$ cat config.mk
export PLATFORM = sky130hd
export DESIGN_NAME = dsdt_sleep_type_scanner
export DESIGN_NICKNAME = d
export VERILOG_FILES = /design/src/sv/sst_pkg.sv /design/src/sv/sst_parser.sv /design/src/sv/sst_out_buf.sv /design/src/sv/dsdt_sleep_type_scanner.sv
export SDC_FILE = /design/constraint.sdc
export NUM_CORES = 1
export LEC_CHECK = 0
export BUFFER_PORTS_ARGS = -buffer_cell sky130_fd_sc_hd__buf_2
export CORE_MARGIN = 2
export CORE_UTILIZATION = 50
export CTS_CLUSTER_SIZE = 14
export DETAILED_ROUTE_END_ITERATION = 6
export GPL_TIMING_DRIVEN = 0
export PLACE_DENSITY = 0.74
export SETUP_SLACK_MARGIN = 0.1
export SKIP_CTS_REPAIR_TIMING = 1
export SLEW_MARGIN = 20
export SYNTH_ARGS = -nofsm -noshare
export SYNTH_HDL_FRONTEND = slang
export SYNTH_SLANG_ARGS = --single-unit
$ cat constraint.sdc
create_clock -name i_clk -period 6.2 [get_ports i_clk]
set_input_delay 0.31 -clock i_clk [delete_from_list [all_inputs] [get_ports i_clk]]
set_output_delay 0.31 -clock i_clk [all_outputs]
set_load 0.005 [all_outputs]
$ cat src/sv/sst_pkg.sv
// shared types, constants and helpers for the dsdt sleep type scanner
package sst_pkg;

    // fixed table layout
    localparam logic [31:0] HEADER_BYTES = 32'd36;
    localparam logic [31:0] NAME_MIN_POS = HEADER_BYTES + 32'd3;
    localparam int unsigned TYPE_SHIFT   = 10;

    // aml encodings
    localparam logic [7:0]  NAME_OP      = 8'h08;
    localparam logic [7:0]  ROOT_CHAR    = 8'h5C;
    localparam logic [7:0]  PACKAGE_OP   = 8'h12;
    localparam logic [7:0]  BYTE_PREFIX  = 8'h0A;
    localparam logic [7:0]  PKGLEN_MASK  = 8'hC0;
    localparam logic [31:0] NAME_WORD    = 32'h5F53_355F;
    localparam logic [15:0] SLP_EN_BIT   = 16'h2000;

    localparam logic [7:0] SIG_BYTES [4] = '{8'h44, 8'h53, 8'h44, 8'h54};

    typedef enum logic [1:0] {
        ST_OK       = 2'd0,
        ST_BAD_HDR  = 2'd1,
        ST_NO_NAME  = 2'd2,
        ST_PARSE    = 2'd3
    } t_status;

    typedef enum logic [10:0] {
        PH_SEARCH   = 11'b000_0000_0001,
        PH_PKG_OP   = 11'b000_0000_0010,
        PH_PKG_LEAD = 11'b000_0000_0100,
        PH_SKIP     = 11'b000_0000_1000,
        PH_VAL_A    = 11'b000_0001_0000,
        PH_DATA_A   = 11'b000_0010_0000,
        PH_VAL_B    = 11'b000_0100_0000,
        PH_DATA_B   = 11'b000_1000_0000,
        PH_FOUND    = 11'b001_0000_0000,
        PH_ERROR    = 11'b010_0000_0000,
        PH_DONE     = 11'b100_0000_0000
    } t_phase;

    typedef struct packed {
        t_status     status;
        logic [15:0] word_a;
        logic [15:0] word_b;
    } t_result;

    function automatic logic [15:0] make_word(input logic [7:0] t);
        logic [23:0] w;
        w = {16'b0, t} << TYPE_SHIFT;
        return w[15:0] | SLP_EN_BIT;
    endfunction

endpackage

$ cat src/sv/sst_parser.sv
// per-byte header check, checksum and _S5_ package parser
module sst_parser
    import sst_pkg::*;
(
    input  logic        i_clk,
    input  logic        i_rst_n,
    input  logic        i_beat,
    input  logic        i_start_req,
    input  logic [7:0]  i_data_byte,
    output logic        o_res_valid,
    output t_result     o_res
);

    logic [31:0] r_pos,    n_pos,    s_pos;
    logic [31:0] r_len,    n_len,    s_len;
    logic [31:0] r_last,   n_last;
    logic [7:0]  r_sum,    n_sum,    s_sum;
    logic        r_sig_ok, n_sig_ok, s_sig_ok;
    logic [39:0] r_win,    n_win,    s_win;
    t_phase      r_phase,  n_phase,  s_phase;
    logic [2:0]  r_skip,   n_skip,   s_skip;
    logic [7:0]  r_ta,     n_ta,     s_ta;
    logic [7:0]  r_tb,     n_tb,     s_tb;

    always_comb begin
        logic [7:0] b;
        logic [7:0] prev1;
        logic [7:0] prev2;
        logic       fire;
        t_status    st;

        b     = i_data_byte;
        fire  = 1'b0;
        st    = ST_OK;

        // start clears everything but the last-byte position before the byte is taken
        s_pos    = i_start_req ? '0 : r_pos;
        s_len    = i_start_req ? '0 : r_len;
        s_sum    = i_start_req ? '0 : r_sum;
        s_sig_ok = i_start_req ? 1'b1 : r_sig_ok;
        s_win    = i_start_req ? '0 : r_win;
        s_phase  = i_start_req ? PH_SEARCH : r_phase;
        s_skip   = i_start_req ? '0 : r_skip;
        s_ta     = i_start_req ? '0 : r_ta;
        s_tb     = i_start_req ? '0 : r_tb;

        prev1 = s_win[31:24];
        prev2 = s_win[39:32];

        n_pos    = r_pos;
        n_len    = r_len;
        n_last   = r_last;
        n_sum    = r_sum;
        n_sig_ok = r_sig_ok;
        n_win    = r_win;
        n_phase  = r_phase;
        n_skip   = r_skip;
        n_ta     = r_ta;
        n_tb     = r_tb;

        if (i_beat) begin
            n_pos    = s_pos;
            n_len    = s_len;
            n_sum    = s_sum;
            n_sig_ok = s_sig_ok;
            n_win    = s_win;
            n_phase  = s_phase;
            n_skip   = s_skip;
            n_ta     = s_ta;
            n_tb     = s_tb;

            if (s_phase != PH_DONE) begin
                n_win = {s_win[31:0], b};
                n_sum = s_sum + b;

                if (s_pos < 32'd4) begin
                    if (b != SIG_BYTES[s_pos[1:0]]) n_sig_ok = 1'b0;
                end else if (s_pos < 32'd8) begin
                    case (s_pos[1:0])
                        2'd0:    n_len[7:0]   = b;
                        2'd1:    n_len[15:8]  = b;
                        2'd2:    n_len[23:16] = b;
                        2'd3:    n_len[31:24] = b;
                        default: n_len        = s_len;
                    endcase
                end
                if (s_pos == 32'd7) n_last = n_len - 32'd1;

                if (s_pos >= HEADER_BYTES) begin
                    case (s_phase)
                        PH_SEARCH: begin
                            if (s_pos >= NAME_MIN_POS && {s_win[23:0], b} == NAME_WORD) begin
                                if (prev1 == NAME_OP || (prev1 == ROOT_CHAR && prev2 == NAME_OP))
                                    n_phase = PH_PKG_OP;
                                else
                                    n_phase = PH_ERROR;
                            end
                        end
                        PH_PKG_OP: n_phase = (b == PACKAGE_OP) ? PH_PKG_LEAD : PH_ERROR;
                        PH_PKG_LEAD: begin
                            n_skip  = {1'b0, b[7:6] & PKGLEN_MASK[7:6]} + 3'd1;
                            n_phase = PH_SKIP;
                        end
                        PH_SKIP: begin
                            if (s_skip != 3'd0) n_skip = s_skip - 3'd1;
                            if (n_skip == 3'd0) n_phase = PH_VAL_A;
                        end
                        PH_VAL_A: begin
                            if (b == BYTE_PREFIX) begin
                                n_phase = PH_DATA_A;
                            end else begin
                                n_ta    = b;
                                n_phase = PH_VAL_B;
                            end
                        end
                        PH_DATA_A: begin
                            n_ta    = b;
                            n_phase = PH_VAL_B;
                        end
                        PH_VAL_B: begin
                            if (b == BYTE_PREFIX) begin
                                n_phase = PH_DATA_B;
                            end else begin
                                n_tb    = b;
                                n_phase = PH_FOUND;
                            end
                        end
                        PH_DATA_B: begin
                            n_tb    = b;
                            n_phase = PH_FOUND;
                        end
                        default: n_phase = s_phase;
                    endcase
                end

                // end of table decision
                if (s_pos == 32'd7 && n_len < HEADER_BYTES) begin
                    fire = 1'b1;
                    st   = ST_BAD_HDR;
                end else if (s_pos > 32'd7 && s_pos == r_last) begin
                    fire = 1'b1;
                    if (!n_sig_ok || n_sum != 8'd0)
                        st = ST_BAD_HDR;
                    else if (n_phase == PH_FOUND)
                        st = ST_OK;
                    else if (n_phase == PH_SEARCH)
                        st = ST_NO_NAME;
                    else
                        st = ST_PARSE;
                end

                if (fire) n_phase = PH_DONE;
                else      n_pos   = s_pos + 32'd1;
            end
        end

        o_res_valid   = fire;
        o_res.status  = st;
        o_res.word_a  = (st == ST_OK) ? make_word(n_ta) : 16'd0;
        o_res.word_b  = (st == ST_OK) ? make_word(n_tb) : 16'd0;
    end

    always_ff @(posedge i_clk) begin
        if (!i_rst_n) begin
            r_pos    <= '0;
            r_len    <= '0;
            r_last   <= '0;
            r_sum    <= '0;
            r_sig_ok <= 1'b1;
            r_win    <= '0;
            r_phase  <= PH_SEARCH;
            r_skip   <= '0;
            r_ta     <= '0;
            r_tb     <= '0;
        end else begin
            r_pos    <= n_pos;
            r_len    <= n_len;
            r_last   <= n_last;
            r_sum    <= n_sum;
            r_sig_ok <= n_sig_ok;
            r_win    <= n_win;
            r_phase  <= n_phase;
            r_skip   <= n_skip;
            r_ta     <= n_ta;
            r_tb     <= n_tb;
        end
    end

endmodule

$ cat src/sv/sst_out_buf.sv
// result register with one skid entry
module sst_out_buf
    import sst_pkg::*;
(
    input  logic    i_clk,
    input  logic    i_rst_n,
    input  logic    i_push,
    input  t_result i_data,
    output logic    o_can_push,
    output logic    o_valid,
    input  logic    i_ready,
    output t_result o_data
);

    logic    r_ov;
    logic    r_sv;
    t_result r_o;
    t_result r_s;
    logic    pop;

    assign pop        = r_ov && i_ready;
    assign o_can_push = !r_sv;
    assign o_valid    = r_ov;
    assign o_data     = r_o;

    always_ff @(posedge i_clk) begin
        if (!i_rst_n) begin
            r_ov <= 1'b0;
            r_sv <= 1'b0;
        end else if (pop) begin
            if (r_sv) begin
                r_sv <= 1'b0;
            end else begin
                r_ov <= i_push;
            end
        end else if (i_push) begin
            if (!r_ov) r_ov <= 1'b1;
            else       r_sv <= 1'b1;
        end
    end

    always_ff @(posedge i_clk) begin
        if (pop) begin
            if (r_sv)        r_o <= r_s;
            else if (i_push) r_o <= i_data;
        end else if (i_push) begin
            if (!r_ov) r_o <= i_data;
            else       r_s <= i_data;
        end
    end

endmodule

$ cat src/sv/dsdt_sleep_type_scanner.sv
// top level of the dsdt s5 sleep type scanner
//
// feeds a dsdt table in one byte per beat, memory order, with i_start_req set
// on byte 0 (a byte with i_start_req clears the parse state but the last-byte
// position before it is taken; without any start after reset the first byte
// counts as byte 0). the block checks the "DSDT" signature, picks up the
// little-endian length from bytes 4..7, keeps an 8-bit checksum, and from
// offset 36 looks for the first _S5_ name object (0x08 or 0x08 '\' ahead of it,
// package op 0x12 after it). it skips the pkglength bytes and element count
// and captures two sleep types, each with an optional 0x0a byte prefix. exactly
// one result beat comes out per table: on byte 7 when the length is below 36,
// else on the last byte. status 0 ok, 1 bad signature/checksum/length, 2 no
// _S5_, 3 _S5_ malformed; the words are (type << 10 | bit 13) truncated to 16
// bits, zero unless ok. bytes after the result are swallowed until the next
// start. throughput is one byte per clock while the skid entry is free: all
// per-byte work sits between the parse state registers and a result register,
// and a one-entry skid behind it keeps bytes flowing while one result waits to
// be taken. the last byte's result is registered in the result or skid register.
module dsdt_sleep_type_scanner
    import sst_pkg::*;
(
    input  logic        i_clk,
    input  logic        i_rst_n,
    // byte channel
    input  logic        i_valid,
    output logic        o_ready,
    input  logic        i_start_req,
    input  logic [7:0]  i_data_byte,
    // result channel
    output logic        o_valid,
    input  logic        i_ready,
    output logic [1:0]  o_status,
    output logic [15:0] o_sleep_word_a,
    output logic [15:0] o_sleep_word_b
);

    logic    beat;
    logic    res_valid;
    t_result res;
    t_result out_res;
    logic    can_push;

    // a byte is taken whenever the skid entry is free
    assign o_ready = can_push;
    assign beat    = i_valid && can_push;

    sst_parser u_parser (
        .i_clk       (i_clk),
        .i_rst_n     (i_rst_n),
        .i_beat      (beat),
        .i_start_req (i_start_req),
        .i_data_byte (i_data_byte),
        .o_res_valid (res_valid),
        .o_res       (res)
    );

    // result register plus skid
    sst_out_buf u_out_buf (
        .i_clk      (i_clk),
        .i_rst_n    (i_rst_n),
        .i_push     (res_valid),
        .i_data     (res),
        .o_can_push (can_push),
        .o_valid    (o_valid),
        .i_ready    (i_ready),
        .o_data     (out_res)
    );

    assign o_status       = out_res.status;
    assign o_sleep_word_a = out_res.word_a;
    assign o_sleep_word_b = out_res.word_b;

endmodule

# Word-level counts from Yosys, hierarchy flattened
# Cells that the tools add are included.
[totals]
reg_bits = 245
in_bits = 13
out_inout_bits = 36
word_cells = 166
[op_classes]
add_sub_neg = 5
n_lt_le_gt_ge = 7
n_eq_ne = 25
mux = 83
bitwise = 3
n_reduce_logical = 23
[op_table]
columns = ["operator", "count"]
rows = [
  ["$mux W32", 9],
  ["$mux W34", 5],
  ["$mux W8", 16],
  ["$mux W11", 8],
  ["$pmux W11 S8", 1],
  ["$mux W40", 2],
  ["$ge A32 B6 Y1 const B", 2],
  ["$add A32 B1 Y32 const B", 1],
  ["$eq A32 B3 Y1 const B", 1],
  ["$eq A32 B31 Y1 const B", 1],
  ["$eq A32 B32 Y1", 1],
  ["$gt A32 B3 Y1 const B", 1],
  ["$lt A32 B3 Y1 const B", 1],
  ["$lt A32 B4 Y1 const B", 1],
  ["$lt A32 B6 Y1 const B", 1],
  ["$mux W16", 2],
  ["$pmux W8 S2", 2],
  ["$sub A32 B1 Y32 const B", 1],
  ["$eq A8 B4 Y1 const B", 3],
  ["$mux W3", 8],
  ["$eq A11 B1 Y1 const B", 2],
  ["$mux W10", 2],
  ["$bmux W8 S2", 1],
  ["$mux W1", 16],
  ["other kinds (37)", 58],
]

# Longest topological paths before layout
# Gate-level depths: netlist of run 1.
[depth]
depth_word = 26
ltp_mapped = 26

# Cells and area by module
# Synthesis of run 1 repeated with hierarchy kept, for this count alone.
[unflattened]
cells_unflattened = 1592
area_unflattened_um2 = 13900.8
[modules_own_cells]
columns = ["mod", "n_inst", "cells_each", "area_each_um2", "seq_area_each_um2"]
rows = [
  ["sst_parser", 1, 1472, 11210.8, 3383.2],
  ["sst_out_buf", 1, 119, 2683.8, 2082.0],
  ["dsdt_sleep_type_scanner", 1, 1, 6.3, 0.0],
]

# Worst setup path before layout of run 1
# No wires, ideal clock.
[synth_timing]
path_kind = "in2reg"
startpoint = "input port i_start_req"
endpoint = "register u_out_buf.r_s[10] in the netlist's numbering, enable pin"
arrival_ns = 5.444
setup_slack_ns = 0.334
stages = 18
path_buffers = 8
path_cell_list = "buf_2 > buf_2 > buf_1 > buf_1 > buf_2 > buf_1 > buf_1 > clkbuf_1 > nor2b_1 > ha_1 > and3b_1 > nand2_1 > nor4_4 > mux2i_1 > nand3_1 > nor4_1 > nor2_1 > nor4b_1"
[synth_between]
elab_chain_len = 15
word_cells_on_any_way = 31
cone_classes = "order compare: 4; eq/ne: 6; mux: 17; reduce/logical: 4"
[synth_lines]
columns = ["item", "line_no", "rtl"]
rows = [
  ["start: declaration", "dsdt_sleep_type_scanner.sv:27", "input logic i_start_req,"],
  ["branches (longest 12 deep; another with $lt A32 B4 Y1)", "-", ""],
  ["$mux W1 *", "sst_parser.sv:72", "if (s_phase != PH_DONE) begin"],
  ["$mux W1 *", "sst_parser.sv:61", "if (i_beat) begin"],
  ["$reduce_and A3 Y1 (no line) *", "-", ""],
  ["end signal: assignment", "sst_out_buf.sv:48", "else r_s <= i_data;"],
  ["end: declaration", "sst_out_buf.sv:18", "t_result r_s;"],
]
# Every way passes the cells marked *. The select of a mux whose other input is x is not followed.
# A chain may end at the register's enable or synchronous reset.

# Worst setup path after layout of run 1
[layout_timing]
startpoint = "input port i_start_req"
endpoint = "register u_parser.r_last[30]"
[layout_between]
elab_chain_len = 8
word_cells_on_any_way = 21
cone_classes = "add/sub: 1; order compare: 2; eq/ne: 5; mux: 11; reduce/logical: 2"
[layout_lines]
columns = ["item", "line_no", "rtl"]
rows = [
  ["branches (longest 8 deep; another with $lt A32 B4 Y1)", "-", ""],
  ["end signal: assignment", "sst_parser.sv:178", "r_last <= n_last;"],
  ["end: declaration", "sst_parser.sv:16", "logic [31:0] r_last, n_last;"],
]
# Several ways; the timed one is not identified. The select of a mux whose other input is x is not followed.

==> key figures, run 1 <==
Global route
  – Antenna violations before repair: 0
  – First-pass GRT wire length: between 60 and 70 mm
  – Total grt overflow: 0
  – Vias in the first global route: between 10000 and 15000
  – Largest net degree at the start of global routing: 22
  – Global Route Usage Sum: 33.88%

Power
  – Leak Pwr: 4.656 nW
  – Pwr/cell area: about 210 nW/um^2
  – Total power draw: around 2.8 mW
  – Peak VDD IR: ~170 uV

Routing
  – DRC: 0
  – Via density: 6.479
  – DRT Wirelength: between 40 and 50 mm
  – DRT Pass-1 Iters: 6
  – ANT nets after route: 0
  – DR iter-0 viols: about 1500
  – Drt wl/cell: between 20 and 25 um
  – Vias: between 10000 and 15000

Yosys
  – YS warnings: 0
  – Mux cell area share after synthesis: 1.834%
  – Post-Syn Instances: ~1500
  – Top cell type's share of synthesized area: 28.19%
  – Post-Synth Adder-Cell Area: between 2 and 2.5%
  – Primary FF master, synth: dfxtp_1
  – Area leader, netlist: dfxtp_1
  – Largest family of logic cells by synthesized area: simple AND/OR/NAND/NOR gates
  – Async SR Flop Fraction: 0%
  – Post-synth EDFFs: 26
  – Synth cell types: 96
  – Top cells by area, synth: dfxtp_1 (28%), edfxtp_1 (6.4%), nand2_1 (6.4%), nor2_1 (5.0%), a21oi_1 (5.0%)
  – Synth Register Bits: 197
  – Syn Area/Cell: 7.897 sq um
  – Sequential fraction of the synthesis area: between 30 and 40%
  – Cell area after synthesis: between 10000 and 15000 sq um
  – Post-synthesis compound-gate area fraction: between 20% and 30%
  – Post-synthesis xor/xnor area fraction: approximately 4.0%
  – Synth Area in Simple Gates: a little under a third

Die
  – IO Pins: between 40 and 50
  – Area of the core: 24110 sq um
  – Cell Rows: between 50 and 60
  – DIE WIDTH: roughly 160 um
  – Die Ht: roughly 160 um
  – Die area: around 26000 sq um
  – Initial core utilization: about half

Finish
  – Most common cell after layout, fill and taps aside: nand2_1
  – Diode count: 0
  – Area Overhead vs Synth: 11.11%
  – Final Cell Area: 13490 sq um
  – Nets@finish: 1644
  – Most frequent cells in the layout: nand2_1 (207), dfxtp_1 (171), nor2_1 (162), a21oi_1 (120), clkbuf_1 (75)
  – Layout Utilization: a little under three fifths
  – Fill cells: between 2000 and 2500
  – Share of layout cells above drive strength 1: 11.51%

Run status
  – Status: finished, final reports clean

Setup path
  – Critical path peak fanout: 10
  – Worst EP required: between 6 and 7 ns
  – Crit path launch type: input port
  – Critical path arrival: 6.30 ns
  – Crit. End Element: flip-flop
  – CP Class: in -> reg

CTS
  – Clock tree from TritonCTS: built
  – CTS buffer count: 17
  – Clock sink count: 197
  – Root buf cell: clkbuf_16
  – Clock transition at path regs: roughly 0.09 ns
  – CTS Buffer Depth: 2
  – Clock latency on the worst-skew pair: around 0.46 ns
  – H-tree levels: 4

Timing
  – Final setup fails: 0
  – RSZ-0062 raised after global routing: no
  – WHS: ~0.11 ns
  – Max-slew headroom: about a fifth
  – Final Cycle Share: approximately 96%
  – Skew final: about 0.016 ns
  – Max-slew violation count: 0
  – Fmax: 0.1673 GHz
  – Final Hold Fails: 0
  – Final worst slack: 0.2229 ns
  – Crit path time final: roughly 6.0 ns
  – Slew @ Worst Pin: ~1.2 ns

Placed design
  – Pre-CTS setup slack: -2.432 ns
  – Placement-stage cell area: 12770 sq um
  – GPL Wtd Cong: between 1 and 1.5
  – DP HPWL: around 32 mm
  – # port buffers: 27

Job
  – Max cap viols: 0

Min path
  – Worst hold-check path type: in -> reg
[path summary, 6_finish.rpt]
kind	start	end	slack, ns	cells after the start
worst max register to register	u_parser.r_pos[2]$_SDFFE_PN0P_	u_parser.r_last[30]$_SDFFE_PN0P_	1.37	17
worst min register to register	u_parser.r_win[27]$_SDFFE_PN0P_	u_parser.r_win[27]$_SDFFE_PN0P_	0.45	2
worst min-delay path	i_ready	u_out_buf.r_sv$_SDFFE_PP0P_	0.11	2
worst max-delay path	i_start_req	u_parser.r_last[30]$_SDFFE_PN0P_	0.22	26
[worst max-delay path: stages]
cell	delay [ns]
buf_2	0.21
buf_4	0.27
clkbuf_4	0.31
buf_4	0.28
clkbuf_4	0.30
buf_4	0.26
clkbuf_4	0.30
clkbuf_4	0.28
nor2b_1	0.12
inv_1	0.09
ha_1	0.18
nand2_1	0.09
nor3_4	0.34
buf_6	0.20
clkbuf_2	0.24
nor3b_1	0.08
a21oi_1	0.24
ha_1	0.25
inv_1	0.05
a211o_1	0.23
or3_1	0.29
buf_2	0.19
or3_4	0.43
nor3b_1	0.24
xor2_1	0.35
o21ai_0	0.15
[layer usage]
metal	wire length, um	global-route usage (%)	part of all wire, %	vias up
met5	0	0	0	-
met4	2479	17.57	5.6	0
met3	4884	7.013	11	183
met2	18590	49.94	42	781
met1	17960	46.86	41	5959
li1	-	-	-	5704
[metrics by stage]
stage	instances	TNS, ns
after floorplan	1557	0
after global placement	1908	-188.31
final	1949	0
after detailed placement	1910	-177.84
after CTS	1942	-119.26
after global routing	1949	0
[cell families after synthesis]
| family | count (synthesis) |
|---|---|
| buffers and inverters | 164 |
| other | 1 |
| muxes | 21 |
| DFF | 197 |
| and+or+nand+nor | 712 |
| adders and majority gates | 19 |
| xor gates and xnor gates | 56 |
| AOI/OAI and AO/OA | 368 |
[synth_stat cells, types with 9 or more instances]
library cell    n
or2_2          16
nor4_1         24
nand4_1        27
a31oi_1        30
o211ai_1       12
clkbuf_1       79
buf_4          23
a21oi_1       121
nor3_1         38
o31ai_2        10
ha_1           18
a211oi_1       31
nand3_1        69
nor2b_1        23
edfxtp_1       26
nor2_1        162
nor4bb_1       14
dfxtp_1       171
xnor2_1        41
o32ai_1        15
nor3b_1        18
nand4b_1        9
a22oi_1        12
buf_1          17
or3_1          16
nand2_1       207
xor2_1         15
inv_1          22
mux2i_1        16
buf_2          16
o21ai_0        53
and3_1         21
[flip-flops by register name, indices dropped and copies added, names as in the netlist]
signal	count
u_parser.r_win	40
u_parser.r_last	32
u_parser.r_len	32
u_parser.r_pos	32
u_out_buf.o_data	13
u_out_buf.r_s	13
u_parser.r_phase	11
u_parser.r_sum	8
u_parser.r_ta	5
u_parser.r_tb	5
u_parser.r_skip	3
u_out_buf.o_valid	1
u_out_buf.r_sv	1
u_parser.r_sig_ok	1
[final cells by class]
cell class | instances | area, sq um | share of cell area [%]
multi-input cells | 1196 | 7281 | 53.95
flip-flops and latches | 197 | 4204 | 31.15
plain buffers | 140 | 696.9 | 5.165
clock buffers | 18 | 439.2 | 3.255
well taps | 324 | 405.4 | 3.004
repair buffers | 36 | 197.7 | 1.465
clock inverters | 14 | 180.2 | 1.335
inverters | 24 | 90.09 | 0.6676
[power by group]
part | internal [mW] | switching [mW]
logic | 0.0987 | 0.233
clock network | 0.562 | 0.609
registers | 1.31 | 0.0135
total | 1.97 | 0.855
Power figures use the tool's default switching activity.
==> inputs of run 2 (changes only) <==
--- a/config.mk
+++ b/config.mk
@@ -7,11 +7,11 @@
 export LEC_CHECK = 0
 export BUFFER_PORTS_ARGS = -buffer_cell sky130_fd_sc_hd__buf_2
 export CORE_MARGIN = 2
-export CORE_UTILIZATION = 50
+export CORE_UTILIZATION = 57
 export CTS_CLUSTER_SIZE = 14
 export DETAILED_ROUTE_END_ITERATION = 6
 export GPL_TIMING_DRIVEN = 0
-export PLACE_DENSITY = 0.74
+export PLACE_DENSITY = 0.82
 export SETUP_SLACK_MARGIN = 0.1
 export SKIP_CTS_REPAIR_TIMING = 1
 export SLEW_MARGIN = 20
==> key figures, run 2 (synthesized netlist as in run 1, its figures left out) <==
Timing
  – Final setup fails: 0
  – Fmax: 0.1658 GHz
  – Skew final: approximately 0.016 ns
  – Crit path time final: slightly above 6 ns
  – Max-slew violation count: 0
  – Final Hold Fails: 0
  – WHS: ~0.11 ns
  – Max-slew headroom: around a fifth
  – Final Cycle Share: between 90% and 100%
  – RSZ-0062 raised after global routing: yes
  – Slew @ Worst Pin: approximately 1.2 ns

Finish
  – Most flop-heavy register: u_parser.r_win
  – Most common cell after layout, fill and taps aside: nand2_1
  – Share of layout cells above drive strength 1: a little under an eighth
  – Most frequent cells in the layout: nand2_1 (207), dfxtp_1 (171), nor2_1 (162), a21oi_1 (120), clkbuf_1 (76)
  – Final Cell Area: between 10000 and 15000 sq um
  – Max reg flops: 40
  – Nets@finish: approximately 1600
  – Diode count: 0
  – Area Overhead vs Synth: 11.24%

Global route
  – Vias in the first global route: around 11000
  – Largest net degree at the start of global routing: 24
  – M2 GR Usage: 54.59%
  – Total grt overflow: 0
  – GR peak layer: met2
  – Met3 usage: 8.140%
  – Antenna violations before repair: 0
  – Global Route Usage Sum: 37.46%
  – Met1 Use GR: 51.22%
  – First-pass GRT wire length: ~64 mm

Setup path
  – CP Class: in -> reg
  – CP max stage delay: 0.55 ns
  – Critical path peak fanout: 10
  – Critical path arrival: 6.21 ns
  – Crit. End Element: flip-flop
  – Crit path launch type: input port
  – Critical path cell sequence: buf_2 -> clkbuf_4 -> clkbuf_4 -> clkbuf_4 -> clkbuf_4 -> clkbuf_4 -> clkbuf_4 -> clkbuf_4 -> nor2b_1 -> ha_1 -> and3b_1 -> nand2_1 -> nor4_4 -> buf_4 -> mux2i_2 -> nand3_2 -> or4_4 -> buf_6 -> buf_6 -> nand2_1 -> nand2_1 -> a22oi_2 -> buf_4
  – Crit path top cell by count: clkbuf_4
  – Slowest stage cell, crit path: or4_4
  – Worst EP required: between 6 and 7 ns

Placed design
  – # port buffers: 27
  – GPL Wtd Cong: ~1.0
  – Placement-stage cell area: ~13000 sq um
  – DP HPWL: between 30 and 40 mm

Die
  – DIE WIDTH: 150.0 um
  – Cell Rows: between 50 and 60
  – Initial core utilization: 57.96%
  – Die area: 22490 sq um
  – IO Pins: 49
  – Area of the core: about 21000 sq um
  – Die Ht: 150.0 um

Routing
  – DRC: 22
  – DRT Pass-1 Iters: 7
  – DRT Wirelength: ~43 mm
  – ANT nets after route: 0
  – DR iter-0 viols: between 1500 and 2000
  – Vias: 12803
  – Drt wl/cell: about 22 um
  – Via density: 6.724

CTS
  – Clock latency on the worst-skew pair: approximately 0.46 ns
  – Root buf cell: clkbuf_16
  – Clock sink count: 197
  – CTS Buffer Depth: 2
  – CTS buffer count: 17
  – Clock tree from TritonCTS: built
  – H-tree levels: 4
  – Clock transition at path regs: around 0.09 ns

Power
  – Leak Pwr: ~4.7 nW
  – Pwr/cell area: 213.6 nW/um^2
  – Peak VDD IR: around 200 uV

Run status
  – Failing checks: design-rule violations
  – Status: complete, but fails checks

Min path
  – Worst hold-check path type: in -> reg

Job
  – Max cap viols: 0
-- run 2: per-layer routing --
layer / vias to the layer above / part of all wire [%]
li1: 5731 / -
met2: 983 / 42
met5: - / 0
met4: 0 / 6.1
met1: 5886 / 39
met3: 203 / 13
-- run 2: path summary, 6_finish.rpt --
kind	cells after the start	slack [ns]	endpoint	from
max	23	0.17	u_out_buf.o_data[31]$_DFFE_PP_	i_start_req
min	2	0.11	u_out_buf.r_sv$_SDFFE_PP0P_	i_ready
max reg2reg	15	1.50	u_out_buf.o_data[31]$_DFFE_PP_	u_parser.r_pos[0]$_SDFFE_PN0P_
min reg2reg	2	0.46	u_parser.r_sum[3]$_SDFFE_PN0P_	u_parser.r_sum[3]$_SDFFE_PN0P_
-- run 2: area by class of cell --
cell class / count / area [sq um]
buffer: 140 / 695.7
clock buffer: 18 / 450.4
clock inverter: 14 / 203.9
fill: 1849 / 7445
inverter: 24 / 90.09
multi-input combinational: 1196 / 7292
sequential: 197 / 4204
tap: 275 / 344.1
timing repair buffer: 40 / 230.2
-- run 2: worst max-delay path, delay by kind of cell --
kind / cells / cell delay, ns
buf+inv: 12 / 2.75
compound gates: 1 / 0.32
mux: 1 / 0.41
simple gates: 8 / 2.14
fa+ha+maj: 1 / 0.25
-- run 2: report_power, final --
part	switching [mW]	leakage (nW)	internal, mW
logic	0.230	2.81	0.0985
clock network	0.643	0.317	0.595
registers	0.0137	1.57	1.31
total	0.886	4.70	2.00
-- run 2: through the flow --
stage,util [%],setup WS [ns],TNS [ns],total power [mW],std cells
global placement,60.59,-3.242,-196.58,1.651,1859
CTS,63.80,-1.688,-112.94,2.856,1893
finish,64.47,0.1693,0,2.886,1904
floorplan,-,0.3341,0,1.551,1557
detailed placement,60.68,-2.138,-169.45,1.655,1861
global route,64.47,0.09087,0,2.942,1904
==> inputs of run 3 (changes only) <==
==> constraint.sdc (replaced) <==
create_clock -name i_clk -period 6.2 [get_ports i_clk]
set_input_delay 0 -clock i_clk [delete_from_list [all_inputs] [get_ports i_clk]]
set_output_delay 0 -clock i_clk [all_outputs]
set_load 0.005 [all_outputs]
==> key figures, run 3 (synthesized netlist as in run 1, its figures left out) <==
Placed design
  – Pre-CTS setup slack: -1.828 ns
  – DP HPWL: ~31 mm
  – Placement-stage cell area: 12710 sq um
  – # port buffers: 27
  – GPL Wtd Cong: a little over 1

Run status
  – Failing checks: design-rule violations, negative hold slack
  – Status: complete, but fails checks

Finish
  – Diode count: 0
  – Share of layout cells above drive strength 1: about a tenth
  – Area Overhead vs Synth: 10.28%
  – Layout Utilization: a little under two thirds
  – Nets@finish: about 1600
  – Max reg flops: 40
  – Most frequent cells in the layout: nand2_1 (207), dfxtp_1 (171), nor2_1 (162), a21oi_1 (121), clkbuf_1 (78)
  – Most flop-heavy register: u_parser.r_win
  – Most common cell after layout, fill and taps aside: nand2_1
  – Final Cell Area: ~13000 sq um

Timing
  – Crit path time final: 5.830 ns
  – Final Hold Fails: 1
  – Final setup fails: 0
  – Final Cycle Share: 94.02%
  – TNS Setup: 0 ns
  – Max-slew violation count: 0
  – Final worst slack: around 0.37 ns
  – Slew @ Worst Pin: about 1.1 ns
  – Fmax: between 0.15 and 0.2 GHz
  – Max-slew headroom: 24.27%
  – WHS: -0.005342 ns
  – RSZ-0062 raised after global routing: no
  – Skew final: 0.01420 ns

Routing
  – Via density: between 6 and 7
  – DRC: 20
  – Vias: between 10000 and 15000
  – Drt wl/cell: roughly 22 um
  – ANT nets after route: 0
  – DRT Wirelength: between 40 and 50 mm
  – DRT Pass-1 Iters: 7
  – DR iter-0 viols: 2040

Setup path
  – Reg2Reg Setup Slack: approximately 1.1 ns
  – CP Class: in -> reg
  – R2R Path Start: u_parser.r_pos[0]$_SDFFE_PN0P_
  – Worst r2r path cells: 11
  – Crit path launch type: input port
  – R2R Path End: u_out_buf.r_s[31]$_DFFE_PP_
  – Crit. End Element: flip-flop
  – Worst EP required: ~6.4 ns
  – Critical path arrival: approximately 6.0 ns
  – Critical path peak fanout: 19

Die
  – Die area: roughly 22000 sq um
  – IO Pins: 49
  – DIE WIDTH: around 150 um
  – Initial core utilization: between 50% and 60%
  – Cell Rows: 53
  – Area of the core: 20960 sq um
  – Die Ht: ~150 um

CTS
  – Root buf cell: clkbuf_16
  – H-tree levels: 4
  – CTS Buffer Depth: 2
  – Clock tree from TritonCTS: built
  – CTS buffer count: 17
  – Clock sink count: ~200
  – Clock transition at path regs: approximately 0.090 ns
  – Clock latency on the worst-skew pair: approximately 0.46 ns

Min path
  – Min-delay src: i_data_byte[0]
  – WHS Endpoint: u_parser.r_sum[0]$_SDFFE_PN0P_
  – Worst hold-check path type: in -> reg
  – Hold path depth: 4

Global route
  – First-pass GRT wire length: 64.37 mm
  – Vias in the first global route: about 11000
  – Antenna violations before repair: 0
  – Largest net degree at the start of global routing: 24
  – Total grt overflow: 0
  – Global Route Usage Sum: between 30% and 40%

Power
  – Peak VDD IR: about 200 uV
  – Leak Pwr: approximately 4.6 nW
  – Pwr/cell area: around 210 nW/um^2

Job
  – Max cap viols: 0
-- run 3: where the power goes --
part | switching, mW | total, mW | internal, mW
Clock | 0.642 | 1.24 | 0.595
Combinational | 0.225 | 0.322 | 0.0973
Sequential | 0.0136 | 1.32 | 1.31
Total | 0.881 | 2.88 | 2.00
-- run 3: worst max-delay path by stage --
stage / slack (ns) / cells past startpoint / from / end
floorplan: 0.64 / 18 / i_start_req / u_out_buf.r_s[10]$_DFFE_PP_
global placement: -2.93 / 18 / i_start_req / u_out_buf.r_s[26]$_DFFE_PP_
detailed placement: -1.83 / 26 / i_start_req / u_parser.r_last[30]$_SDFFE_PN0P_
CTS: -1.38 / 26 / i_start_req / u_parser.r_last[30]$_SDFFE_PN0P_
global route: 0.10 / 17 / i_start_req / u_out_buf.r_s[27]$_DFFE_PP_
finish: 0.37 / 17 / i_start_req / u_out_buf.r_s[31]$_DFFE_PP_
-- run 3: critical path, cell delays in order --
cell and delay (ns):
buf_2 0.17, clkbuf_4 0.29, clkbuf_2 0.34, buf_2 0.34
buf_4 0.28, clkbuf_2 0.27, nor2b_1 0.29, ha_1 0.25
and3b_1 0.28, nand2_1 0.19, nor4_4 0.55, mux2i_1 0.54
nand3_1 0.30, nor4_1 0.76, nor2_1 0.27, nor4b_4 0.55
buf_2 0.31
-- run 3: layout make-up --
cell class / count / area [sq um]
buffer: 138 / 670.6
fill: 1859 / 7561
inverter: 24 / 90.09
multi-input combinational: 1196 / 7273
timing repair buffer: 30 / 157.7
tap: 275 / 344.1
clock inverter: 14 / 203.9
clock buffer: 18 / 450.4
sequential: 197 / 4204
-- run 3: layer usage --
metal,track usage [%],part of all wire (%),vias to the layer above
met3,8.140,12,199
li1,-,-,5696
met2,54.59,43,938
met1,51.22,39,5845
met4,21.13,5.8,0
met5,0,0,-
-- run 3: metrics by stage --
step,std cells,total power [mW]
floorplan,1557,1.551
global placement,1859,1.651
detailed placement,1861,1.655
CTS,1893,2.856
global route,1892,2.940
finish,1892,2.880
